### config.mk
export PLATFORM = sky130hd
export DESIGN_NAME = png_unf_pred
export DESIGN_NICKNAME = d
export VERILOG_FILES = /design/src/rtl/png_unf_pkg.sv /design/src/rtl/png_unf_pred.sv
export SDC_FILE = /design/constraint.sdc
export NUM_CORES = 1
export LEC_CHECK = 0
export ABC_CLOCK_PERIOD_IN_PS = 7480
export BUFFER_PORTS_ARGS = -buffer_cell sky130_fd_sc_hd__buf_2
export CAP_MARGIN = 15
export CORE_UTILIZATION = 63
export DETAILED_ROUTE_END_ITERATION = 6
export GPL_ROUTABILITY_DRIVEN = 0
export PLACE_DENSITY = 0.92
export SLEW_MARGIN = 30
export SYNTH_ARGS = -nofsm -noshare
export SYNTH_HDL_FRONTEND = slang
export SYNTH_SLANG_ARGS = --single-unit
### constraint.sdc
create_clock -name vclk -period 7.48
set_clock_uncertainty 0.2 [all_clocks]
set_input_delay 0.374 -clock vclk [all_inputs]
set_output_delay 0.374 -clock vclk [all_outputs]
set_load 0.005 [all_outputs]
### src/rtl/png_unf_pkg.sv
package png_unf_pkg;

   // Line buffer and pixel geometry
   localparam int MAX_ROW_BYTES   = 4096;
   localparam int MAX_PIXEL_BYTES = 8;
   localparam int ADDR_W          = $clog2(MAX_ROW_BYTES);
   localparam int POS_W           = $clog2(MAX_ROW_BYTES + 1);
   localparam int BPP_IDX_W       = (MAX_PIXEL_BYTES > 1) ? $clog2(MAX_PIXEL_BYTES) : 1;

   // Register widths
   localparam int BPP_W   = 4;
   localparam int ROWB_W  = 13;
   localparam int ROWS_W  = 16;
   localparam int CSR_W   = 16;
   localparam int CSR_IDX_W = 2;

   // Configuration register indexes
   typedef enum logic [CSR_IDX_W-1:0] {
      CSR_BYTES_PER_PIXEL = 2'd0,
      CSR_ROW_BYTES       = 2'd1,
      CSR_IMAGE_ROWS      = 2'd2
   } csr_index_type;

   // Row filter codes
   typedef enum logic [2:0] {
      FILT_NONE  = 3'd0,
      FILT_SUB   = 3'd1,
      FILT_UP    = 3'd2,
      FILT_AVG   = 3'd3,
      FILT_PAETH = 3'd4
   } filter_type;

   // Predictor operands
   typedef struct packed {
      filter_type filter;
      logic [7:0] left;
      logic [7:0] above;
      logic [7:0] above_left;
   } pred_in_type;

   // Map a filter-type byte to a code; unknown codes reconstruct as None
   function automatic filter_type decode_filter(input logic [7:0] code);
      filter_type f;
      case (code)
         8'd1:    f = FILT_SUB;
         8'd2:    f = FILT_UP;
         8'd3:    f = FILT_AVG;
         8'd4:    f = FILT_PAETH;
         default: f = FILT_NONE;
      endcase
      return f;
   endfunction

endpackage

### src/rtl/png_unf_pred.sv
module png_unf_pred (
   input  png_unf_pkg::pred_in_type pred_in,
   output logic [7:0]               pred_out
);

   logic signed [9:0] da;
   logic signed [9:0] db;
   logic signed [9:0] dc;
   logic [8:0]        pa;
   logic [8:0]        pb;
   logic [8:0]        pc;
   logic [8:0]        avg_sum;
   logic [7:0]        paeth;

   // Paeth distances: |b-c|, |a-c|, |a+b-2c|
   always_comb begin
      da = $signed({2'b00, pred_in.above}) - $signed({2'b00, pred_in.above_left});
      db = $signed({2'b00, pred_in.left})  - $signed({2'b00, pred_in.above_left});
      dc = da + db;
      pa = da[9] ? 9'(-da) : da[8:0];
      pb = db[9] ? 9'(-db) : db[8:0];
      pc = dc[9] ? 9'(-dc) : dc[8:0];
      if ((pa <= pb) && (pa <= pc)) begin
         paeth = pred_in.left;
      end else if (pb <= pc) begin
         paeth = pred_in.above;
      end else begin
         paeth = pred_in.above_left;
      end
   end

   assign avg_sum = {1'b0, pred_in.left} + {1'b0, pred_in.above};

   // Predictor select
   always_comb begin
      case (pred_in.filter)
         png_unf_pkg::FILT_SUB:   pred_out = pred_in.left;
         png_unf_pkg::FILT_UP:    pred_out = pred_in.above;
         png_unf_pkg::FILT_AVG:   pred_out = avg_sum[8:1];
         png_unf_pkg::FILT_PAETH: pred_out = paeth;
         default:                 pred_out = 8'd0;
      endcase
   end

endmodule
Word-level counts from Yosys, hierarchy flattened

Cells that the tools add are included.

Output and inout bits: 8
Logic and storage cells: 21
Input port bits: 27
Flip-flop bits (word level): 0

Add/sub/neg operators: 7
Reduce and logical (&&, ||, !) cells: 1
Order comparisons: 3
Muxes and demuxes: 6
Equality and inequality tests: 4

Operators with widths:

| cell                                                                  | number |
|---|---|
| 8-bit case mux with 4 select lines                                    | 1 |
| 9-bit <= comparator                                                   | 3 |
| 9-bit two-way mux                                                     | 3 |
| 9-bit negator                                                         | 3 |
| 8-bit by 8-bit subtractor with 9-bit output                           | 2 |
| 8-bit two-way mux                                                     | 2 |
| 9-bit by 9-bit adder with 10-bit output                               | 1 |
| 8-bit by 8-bit adder with 9-bit output                                | 1 |
| 3-bit by 2-bit equality test with 1-bit output, second input constant | 2 |
| 3-bit by 1-bit equality test with 1-bit output, second input constant | 1 |
| 3-bit equality test, second input constant                            | 1 |
| 1-bit logical AND                                                     | 1 |

Depth between registers and ports, before layout

Gate-level depths: netlist (run 1).

Depth in word-level cells: 8
Mapped depth: 29
Gate-level depth less buffers: 28

Least setup slack after synthesis (run 1)

No wires, ideal clock.

Path type: input-to-output
From: input port pred_in[16] (netlist bit)
To: output port pred_out[0]
Buffers on the path: 1
Setup slack: 1,161 ps
Arrival: 5,745 ps
Stages on the path: 28
Cells stage by stage: inv_1 -> ha_1 -> inv_1 -> fa_1 -> xnor2_1 -> inv_1 -> ha_1 -> a21oi_1 -> nand2_1 -> maj3_2 -> o21a_1 -> a21boi_1 -> o211ai_1 -> nand2_1 -> o21ai_0 -> ha_1 -> a21o_1 -> a2111oi_0 -> a211oi_1 -> nand3_1 -> or3_1 -> a31oi_1 -> o31ai_1 -> maj3_2 -> maj3_2 -> buf_4 -> mux2i_1 -> o21ai_1

Longest elaborated chain between the ends: 8

Ends and longest elaborated chain:

| item                                                          | line                                   | RTL |
|---|---|---|
| start: declaration                                            | png_unf_pred.sv:2                      | `input png_unf_pkg::pred_in_type pred_in,` |
| 8-bit by 8-bit subtractor with 9-bit output                   | png_unf_pred.sv:18                     | `db = $signed({2'b00, pred_in.left}) - $signed({2'b00, pred_in.above_left});` |
| 9-bit by 9-bit adder with 10-bit output                       | png_unf_pred.sv:19                     | `dc = da + db;` |
| 9-bit negator                                                 | png_unf_pred.sv:22                     | `pc = dc[9] ? 9'(-dc) : dc[8:0];` |
| 9-bit two-way mux                                             | png_unf_pred.sv:22                     |  |
| 9-bit <= comparator, on equally long branches                 | png_unf_pred.sv:25, png_unf_pred.sv:23 |  |
| 8-bit two-way mux / 1-bit logical AND (equally long branches) | png_unf_pred.sv:25, png_unf_pred.sv:23 |  |
| 8-bit two-way mux                                             | png_unf_pred.sv:23                     | `if ((pa <= pb) && (pa <= pc)) begin` |
| 8-bit case mux with 4 select lines (*)                        | png_unf_pred.sv:36                     | `case (pred_in.filter)` |
| end: declaration                                              | png_unf_pred.sv:3                      | `output logic [7:0] pred_out` |

Every way passes the cells marked *; elsewhere a longest branch is shown, timed or not.

Worst setup path in the final report (run 1)

From: input port pred_in[16] (netlist bit)
To: output port pred_out[2]

Same word-level chain as after synthesis.

==> out/results.ini, run 1 <==
[sta]
slew_headroom_pct=39.5
grt_setup_unrepaired=no
max_freq_mhz=139
min_period_ps=7180
setup_viol=0
finalHoldViolCount=0
slew_viol_final=0
min_period_over_period_pct=96.0
tightestPinTransition_ps=900
finalSetupTns_ps=0

[place]
port_buffers=35
dp_hpwl_um=7860
dpl.cell_count=530
placed_cell_area_um2=3440

[floorplanning]
die_w_um=73.4
coreArea_um2=4820
pin_count=35
die_h_um=73.4
dieArea_um2=5380
num_rows=25
initial_core_util_pct=66.6

[detailed_routing]
num_vias=3646
drc=0
detail_route.wirelength_um=9690
met1_length_um=4060
first_pass_iters=5
routed-wl-met2_um=4310
vias_per_cell=6.88
drtAntennaViolNets=0
highest_layer=met4
drt_iter0_drc=424
wl_met3_um=989
wl_per_cell_um=18.3

[finish]
fin_area_um2=3450
multiInputGateArea_um2=3040
fillerInstances=388
n_antenna_cell=0
final_common_cell=ha_1
seq_cells=0
drive_gt1_share_pct=14.3
regArea_um2=0
final_cell_mix=ha_1 (49), inv_1 (37), nor2_1 (36), buf_2 (35), a21oi_1 (29)
layoutNonFillerInstCount=530
clock_buffers=0
fin_nets=545
area_growth_pct=7.61

[power]
p_int_w=0.000445
pwr-share-clk_pct=0
p_leak_nw=1.62
p_seq_share_pct=0
switchingPower_w=0.000641
total_power_w=0.00109
swShare_pct=59.1
power_density_nw_per_um2=315
ir_drop_v=0.000210
p_comb_share_pct=100.0

[critical_path]
crit_family=compound AO/OA/AOI/OAI gates
arrival_ps=6610
crit_type=input pin to output port
worst_setup_path_end_kind=output port
crit_path_max_fanout=8
cp-start-kind=input pin
cp_data_required_time_ps=6910
critPathBufInv=5
slowest_delay_ps=440
crit_slowest_cell=maj3_2

[cts]
cts_setup_buffers=0
ctsHoldBuffers=0
cts_resized=0

[global_route]
grt_max_degree=14
grt_pass1_vias=3225
grt-ovfl-total=0
track_usage_pct=35.1
grt_pass1_wl_um=15000
grt_antenna_before_repair=0

[logic_synthesis]
syn_avg_cell_area_um2=7.39
synth_area_um2=3210
yosysSeqAreaShare_pct=0
synth.distinct_cells=70
syn_inst=434
synth_fp_nets=514
ys_warn_count=0

[run]
max_cap_viol_count=0

[run_status]
status=finished, final reports clean

[min_path]
hold_path_class=input pin to output port

-- logic make-up (layout without fill, tap and decap cells) --
group / after synthesis / in the layout / share of synthesized area, %
buf+inv: 45 / 74 / 5.69
compound gates: 142 / 142 / 31.3
fa+ha+maj: 58 / 58 / 23.3
mux: 14 / 14 / 4.60
xor+xnor: 49 / 49 / 15.2
simple gates: 126 / 126 / 19.9
-- worst min-delay path: stages --
cell     delay (ps)
buf_2            90
mux2i_1          60
o21ai_1         100
buf_2           110
-- through the flow --
step / hold slack [ps] / util, % / worst slack (ps)
after floorplan: 677 / - / 1160
after global placement: 900 / 71.4 / 568
after detailed placement: 902 / 71.4 / 278
after CTS: 906 / 71.4 / 245
after global routing: 920 / 71.7 / 3.72
final: 903 / 71.7 / 300
-- cell type report --
| cell class | count | share of cell area, % |
|---|---|---|
| multi-input cells | 389 | 88.0 |
| inverters | 37 | 4.02 |
| repair buffers | 37 | 5.51 |
| well taps | 67 | 2.43 |
-- cell usage after synthesis, drive strengths merged, types with 10 or more instances --
cell,number,area (um2)
ha,49,613
o21ai,26,130
a21o,17,128
a21oi,29,145
xnor2,31,302
xor2,17,164
nand2b,10,70.1
nor2,37,146
a31oi,13,81.3
nand3,13,65.1
inv,37,139
nand2,25,93.8
-- metal layers --
| metal | global-route usage [%] | up-vias |
|---|---|---|
| li1 | - | 1669 |
| met1 | 47.4 | 1665 |
| met2 | 59.0 | 271 |
| met5 | 0 | - |
| met3 | 3.29 | 41 |
| met4 | 10.9 | 0 |
-- power groups by stage --
| stage | Clock, W | Sequential (W) | Combinational, W |
|---|---|---|---|
| CTS | 0 | 0 | 0.00104 |
| global placement | 0 | 0 | 0.000986 |
| floorplan | 0 | 0 | 0.000822 |
| detailed placement | 0 | 0 | 0.00103 |
| finish | 0 | 0 | 0.00109 |
| global route | 0 | 0 | 0.00116 |
-- final timing paths --
path,cells after the start,slack [ps],end,startpoint
setup / recovery,28,300,pred_out[2],pred_in[16]
hold / removal,4,900,pred_out[3],pred_in[3]
(Power assumes the default switching activity.)
==> run 2, diff against run 1 <==
==> constraint.sdc (replaced) <==
create_clock -name vclk -period 7.48
set_clock_uncertainty 0.2 [all_clocks]
set_input_delay 2.244 -clock vclk [all_inputs]
set_output_delay 2.244 -clock vclk [all_outputs]
set_load 0.005 [all_outputs]
==> run 2 against run 1 <==
  * The flow now stops in detailed placement (3_5_place_dp)
  * Synthesized cell count is the same
  * Synthesized area did not move
==> out/results.ini, run 2 <==
[floorplanning]
die_w_um=73.4  ; unchanged
pin_count=35  ; unchanged
die_h_um=73.4  ; unchanged
initial_core_util_pct=66.6  ; unchanged
num_rows=25  ; unchanged

[run_status]
stop_error=[ERROR DPL-0033] detailed placement checks failed during check placement.
status=aborted with a tool error
lastStage=detailed placement (3_5_place_dp)

[logic_synthesis]
synth.distinct_cells=70  ; unchanged
synth_area_um2=3210  ; unchanged
syn_avg_cell_area_um2=7.39  ; unchanged
yosysTopAreaCellShare_pct=19.1  ; unchanged
synth_area_leaders=ha_1 (19%), xnor2_1 (7.4%), a21oi_1 (4.5%), inv_1 (4.3%), nor2_1 (4.2%)
yosysSeqAreaShare_pct=0  ; unchanged
ys_warn_count=0  ; unchanged
synth_fp_nets=514  ; unchanged
syn_inst=434  ; unchanged
yosysTopAreaCell=ha_1
yosys-top-cells-count=ha_1 (49), inv_1 (37), nor2_1 (36)
synth.most_common_cell=ha_1

[place]
dp_hpwl_um=13300  ; +69%
port_buffers=35  ; unchanged

[run 2: cell counts after synthesis]
No cell type changed its count.
[run 2: logic make-up after synthesis]
logic type / synth area share (%)
buffers and inverters: 5.69
XOR/XNOR: 15.2
AO/OA/AOI/OAI: 31.3
adder cells (fa/ha/maj): 23.3
multiplexers: 4.60
AND/OR/NAND/NOR: 19.9
[run 2: stage by stage]
stage                   instances  setup TNS (ps)  cell area, um2
after floorplan               434          -16470            3330
after global placement        682          -18420            4710
==> run 3, diff against run 2 <==
--- a/config.mk
+++ b/config.mk
@@ -8,10 +8,10 @@
 export ABC_CLOCK_PERIOD_IN_PS = 7480
 export BUFFER_PORTS_ARGS = -buffer_cell sky130_fd_sc_hd__buf_2
 export CAP_MARGIN = 15
-export CORE_UTILIZATION = 63
+export CORE_UTILIZATION = 40
 export DETAILED_ROUTE_END_ITERATION = 6
 export GPL_ROUTABILITY_DRIVEN = 0
-export PLACE_DENSITY = 0.92
+export PLACE_DENSITY_LB_ADDON = 0.15
 export SLEW_MARGIN = 30
 export SYNTH_ARGS = -nofsm -noshare
 export SYNTH_HDL_FRONTEND = slang
==> run 3 against run 2 <==
  * The flow now finishes, with violations (negative setup slack)
==> out/results.ini, run 3 (synthesized netlist as in run 1, its figures left out) <==
[run_status]
status=complete, but fails checks
violations=negative setup slack

[detailed_routing]
first_pass_iters=4
detail_route.wirelength_um=11400
num_vias=4033
drt_iter0_drc=205
vias_per_cell=5.44
drtAntennaViolNets=0
wl_per_cell_um=15.4
drc=0

[finish]
clock_buffers=0
final_common_cell=buf_4
regArea_um2=0
drive_gt1_share_pct=43.2
fin_nets=721
n_antenna_cell=0
fillerInstances=672
area_growth_pct=58.5
multiInputGateArea_um2=3270
seq_cells=0
final_cell_mix=buf_4 (179), ha_1 (43), nor2_1 (36), buf_2 (32), inv_1 (30)

[sta]
fin_ws_ps=-2420
min_period_over_period_pct=132
setup_viol=8
tightestPinTransition_ps=719
finalHoldViolCount=0
min_period_ps=9900
holdWs_ps=4660
slew_viol_final=0
max_freq_mhz=101
grt_setup_unrepaired=yes
slew_headroom_pct=51.9

[power]
ir_drop_v=0.000146
switchingPower_w=0.000755
p_comb_share_pct=100.0
power_density_nw_per_um2=312
total_power_w=0.00158
p_int_w=0.000830
pwr-share-clk_pct=0
swShare_pct=47.6
p_leak_nw=2.49
p_seq_share_pct=0

[global_route]
grt_antenna_before_repair=0
met3_usage_pct=1.51
grt_pass1_wl_um=18400
grt_pass1_vias=3817
top_usage_layer=met2
grt-ovfl-total=0
grt_use_met2_pct=47.5
track_usage_pct=27.1
use_met1_pct=35.9
grt_max_degree=14

[floorplanning]
die_w_um=91.6  ; +25%
coreArea_um2=7730
initial_core_util_pct=41.5  ; -25 points
die_h_um=91.6  ; +25%
pin_count=35  ; unchanged
num_rows=32  ; +28%
dieArea_um2=8380

[critical_path]
cp_data_required_time_ps=5040
crit_family=compound AO/OA/AOI/OAI gates
critPathBufInv=5
crit_type=input pin to output port
path_common_cell=ha_4
slowest_delay_ps=450
arrival_ps=7460
crit_path_max_fanout=8
crit_slowest_cell=maj3_4
cp-start-kind=input pin
critPathLaunch=pred_in[8]
worst_setup_path_end_kind=output port

[run]
max_cap_viol_count=0

[cts]
ctsHoldBuffers=0

[place]
place_ws_ps=-2650
port_buffers=35  ; unchanged
dp_hpwl_um=9690  ; -27%

[min_path]
hold_path_class=input pin to output port
holdPathEnd=pred_out[1]
hold_depth=4
worstHoldStart=pred_in[1]

-- run 3: power groups by stage --
stage	Sequential, W	Clock (W)	Combinational, W
final	0	0	0.00158
after global routing	0	0	0.00172
after CTS	0	0	0.00150
after detailed placement	0	0	0.00143
after global placement	0	0	0.00140
after floorplan	0	0	0.000850
-- run 3: through the flow --
step | instances | cell area, um2 | utilization [%] | TNS, ps
2_1_floorplan | 434 | 3330 | - | -16470
3_3_place_gp | 727 | 4810 | 62.3 | -19970
3_5_place_dp | 727 | 4810 | 62.3 | -20650
4_1_cts | 736 | 4950 | 64.1 | -17720
5_1_grt | 741 | 5080 | 65.8 | -20970
6_report | 741 | 5080 | 65.8 | -18990
-- run 3: what timing repair did --
item | in CTS | in global routing
hold endpoints to repair | 0 | 0
gates resized for setup | 15 | 14
setup endpoints to repair | 8 | 8
buffers inserted | 9 | 5
pin swaps | 27 | 21
-- run 3: metal layers --
| metal | part of all wire, % | up-vias |
|---|---|---|
| met5 | 0 | - |
| met3 | 4.2 | 21 |
| met2 | 47 | 101 |
| li1 | - | 2025 |
| met1 | 46 | 1886 |
| met4 | 3.1 | 0 |
-- run 3: worst max path at each step --
stage                        to  depth (start not counted)
finish              pred_out[0]                         28
global route        pred_out[0]                         28
CTS                 pred_out[0]                         29
detailed placement  pred_out[0]                         29
global placement    pred_out[4]                         30
floorplan           pred_out[0]                         28
-- run 3: layout make-up --
class	instances	share of cell area, %
Timing Repair Buffer	213	30.1
Multi-Input combinational cell	389	64.3
Tap cell	102	2.51
Inverter	37	3.08
==> run 4, diff against run 3 <==
--- a/config.mk
+++ b/config.mk
@@ -12,7 +12,9 @@
 export DETAILED_ROUTE_END_ITERATION = 6
 export GPL_ROUTABILITY_DRIVEN = 0
 export PLACE_DENSITY_LB_ADDON = 0.15
+export SETUP_SLACK_MARGIN = 0.2
 export SLEW_MARGIN = 30
 export SYNTH_ARGS = -nofsm -noshare
 export SYNTH_HDL_FRONTEND = slang
 export SYNTH_SLANG_ARGS = --single-unit
+export TNS_END_PERCENT = 5
==> run 4 against run 3 <==
  * Power down 0.50%
  * Non-clock buffer count up 12
  * Count of clock-buffer cells in the layout unchanged
  * Critical path depth up 3
  * Critical path type unchanged
  * First-iteration DRC count up 32%
  * Hold slack worse by 8.0 ps
  * Fmax down 0.55%
  * Die area unchanged
  * Global-route usage up 0.37 points
  * The run still ends with negative setup slack left
  * Critical endpoint is now pred_out[4]
  * Cell count up 1.6%
  * Worst setup slack worse by 54 ps
==> out/results.ini, run 4 (synthesized netlist as in run 1, its figures left out) <==
[finish]
regArea_um2=0  ; unchanged
n_antenna_cell=0  ; unchanged
final_util_pct=65.9  ; +0.11 points
fin_nets=733  ; +1.7%
area_growth_pct=58.7
seq_cells=0  ; unchanged
drive_gt1_share_pct=43.3  ; +0.13 points
final_cell_mix=buf_4 (190), ha_1 (46), nor2_1 (35), buf_2 (32), inv_1 (30)
clock_buffers=0  ; unchanged
layoutNonFillerInstCount=753  ; +1.6%
final_common_cell=buf_4

[critical_path]
path_common_cell=maj3_2
crit_path_max_fanout=8  ; unchanged
slowest_delay_ps=410  ; -40 ps
arrival_ps=7510  ; +50 ps
crit_type=input pin to output port
crit_slowest_cell=fa_2
cp_data_required_time_ps=5040  ; about the same
worst_setup_path_end_kind=output port
cp-start-kind=input pin

[sta]
min_period_over_period_pct=133  ; +0.73 points
grt_setup_unrepaired=yes
max_freq_mhz=100  ; -0.55%
slew_viol_final=0  ; unchanged
finalHoldViolCount=0  ; unchanged
setup_viol=8  ; unchanged
tightestPinTransition_ps=760  ; +41.0 ps
slew_headroom_pct=49.1  ; -2.7 points
min_period_ps=9960  ; +54.4 ps
fin_ws_ps=-2480  ; -54.4 ps

[place]
dpl.cell_count=722  ; -0.69%
dp_hpwl_um=9390  ; -3.1%
port_buffers=35  ; unchanged

[floorplanning]
pin_count=35  ; unchanged
num_rows=32  ; unchanged
initial_core_util_pct=41.5  ; unchanged
coreArea_um2=7730  ; unchanged
die_w_um=91.6  ; unchanged
dieArea_um2=8380  ; unchanged
die_h_um=91.6  ; unchanged

[cts]
ctsHoldBuffers=0  ; unchanged

[min_path]
worstHoldStart=pred_in[2]
hold_depth=4  ; unchanged
hold_path_class=input pin to output port
holdPathEnd=pred_out[2]

[global_route]
grt_pass1_wl_um=18700  ; +1.7%
track_usage_pct=27.5  ; +0.37 points
grt_max_degree=14  ; unchanged
grt-ovfl-total=0  ; unchanged
grt_antenna_before_repair=0  ; unchanged
grt_pass1_vias=3901  ; +2.2%

[detailed_routing]
num_vias=4010  ; -0.57%
drc=0  ; unchanged
vias_per_cell=5.33  ; -2.2%
drtAntennaViolNets=0  ; unchanged
drt_iter0_drc=271  ; +32%
detail_route.wirelength_um=11500  ; +0.39%
wl_per_cell_um=15.2  ; -1.2%
first_pass_iters=5  ; +1

[run_status]
status=complete, but fails checks
violations=negative setup slack

[power]
total_power_w=0.00158  ; -0.50%
p_leak_nw=2.55  ; +2.3%
ir_drop_v=0.000154  ; +5.4%
power_density_nw_per_um2=310  ; -0.67%

[run]
max_cap_viol_count=0  ; unchanged

==> run 4: cell count changes in the layout (fill, tap and decap cells not counted), moves of 2 or more <==
cell | before | now
ha_4 | 6 | 3
ha_1 | 43 | 46
inv_4 | 0 | 2
buf_4 | 179 | 190
==> run 4: worst max path at each step <==
stage | start | end | slack [ps] | cells past startpoint
5_1_grt | pred_in[16] | pred_out[4] | -2780 | 34
6_report | pred_in[16] | pred_out[4] | -2480 | 31
3_5_place_dp | pred_in[16] | pred_out[0] | -2600 | 31
3_3_place_gp | pred_in[16] | pred_out[0] | -2430 | 31
2_1_floorplan | pred_in[16] | pred_out[0] | -2100 | 29
4_1_cts | pred_in[8] | pred_out[5] | -2400 | 30
==> run 4: final cells by class <==
class,count,area [um2]
Multi-Input combinational cell,389,3190
Fill cell,648,2640
Timing Repair Buffer,225,1630
Tap cell,102,128
Inverter,37,144
==> run 4: layer usage <==
metal	wire, um	track usage [%]
met5	0	0
met4	90	2.91
met3	556	2.93
met2	5510	48.2
met1	5300	37.0
==> run 4: metrics by stage <==
step	cell area (um2)	setup slack (ps)	TNS (ps)	hold slack [ps]
5_1_grt	5090	-2780	-21920	4680
3_3_place_gp	4740	-2430	-19340	4640
6_report	5090	-2480	-19580	4660
2_1_floorplan	3280	-2100	-16720	4420
4_1_cts	5000	-2400	-19020	4650
3_5_place_dp	4740	-2600	-20570	4650
==> run 4: power breakdown <==
part	switching (W)	internal [W]
Sequential	0	0
Combinational	0.000733	0.000844
Clock	0	0
==> run 4: repair_timing <==
action,4_1_cts,5_1_grt
resized for setup,19,11
endpoints found under the setup margin,8,8
buffers inserted,25,6
pin swaps,24,30
gates cloned,0,0
==> run 4: critical path, delay by kind of cell <==
family / cells / cell delay (ps)
simple gates: 4 / 540
mux: 1 / 150
xor+xnor: 1 / 200
fa+ha+maj: 7 / 2060
buf+inv: 7 / 710
compound gates: 11 / 1590
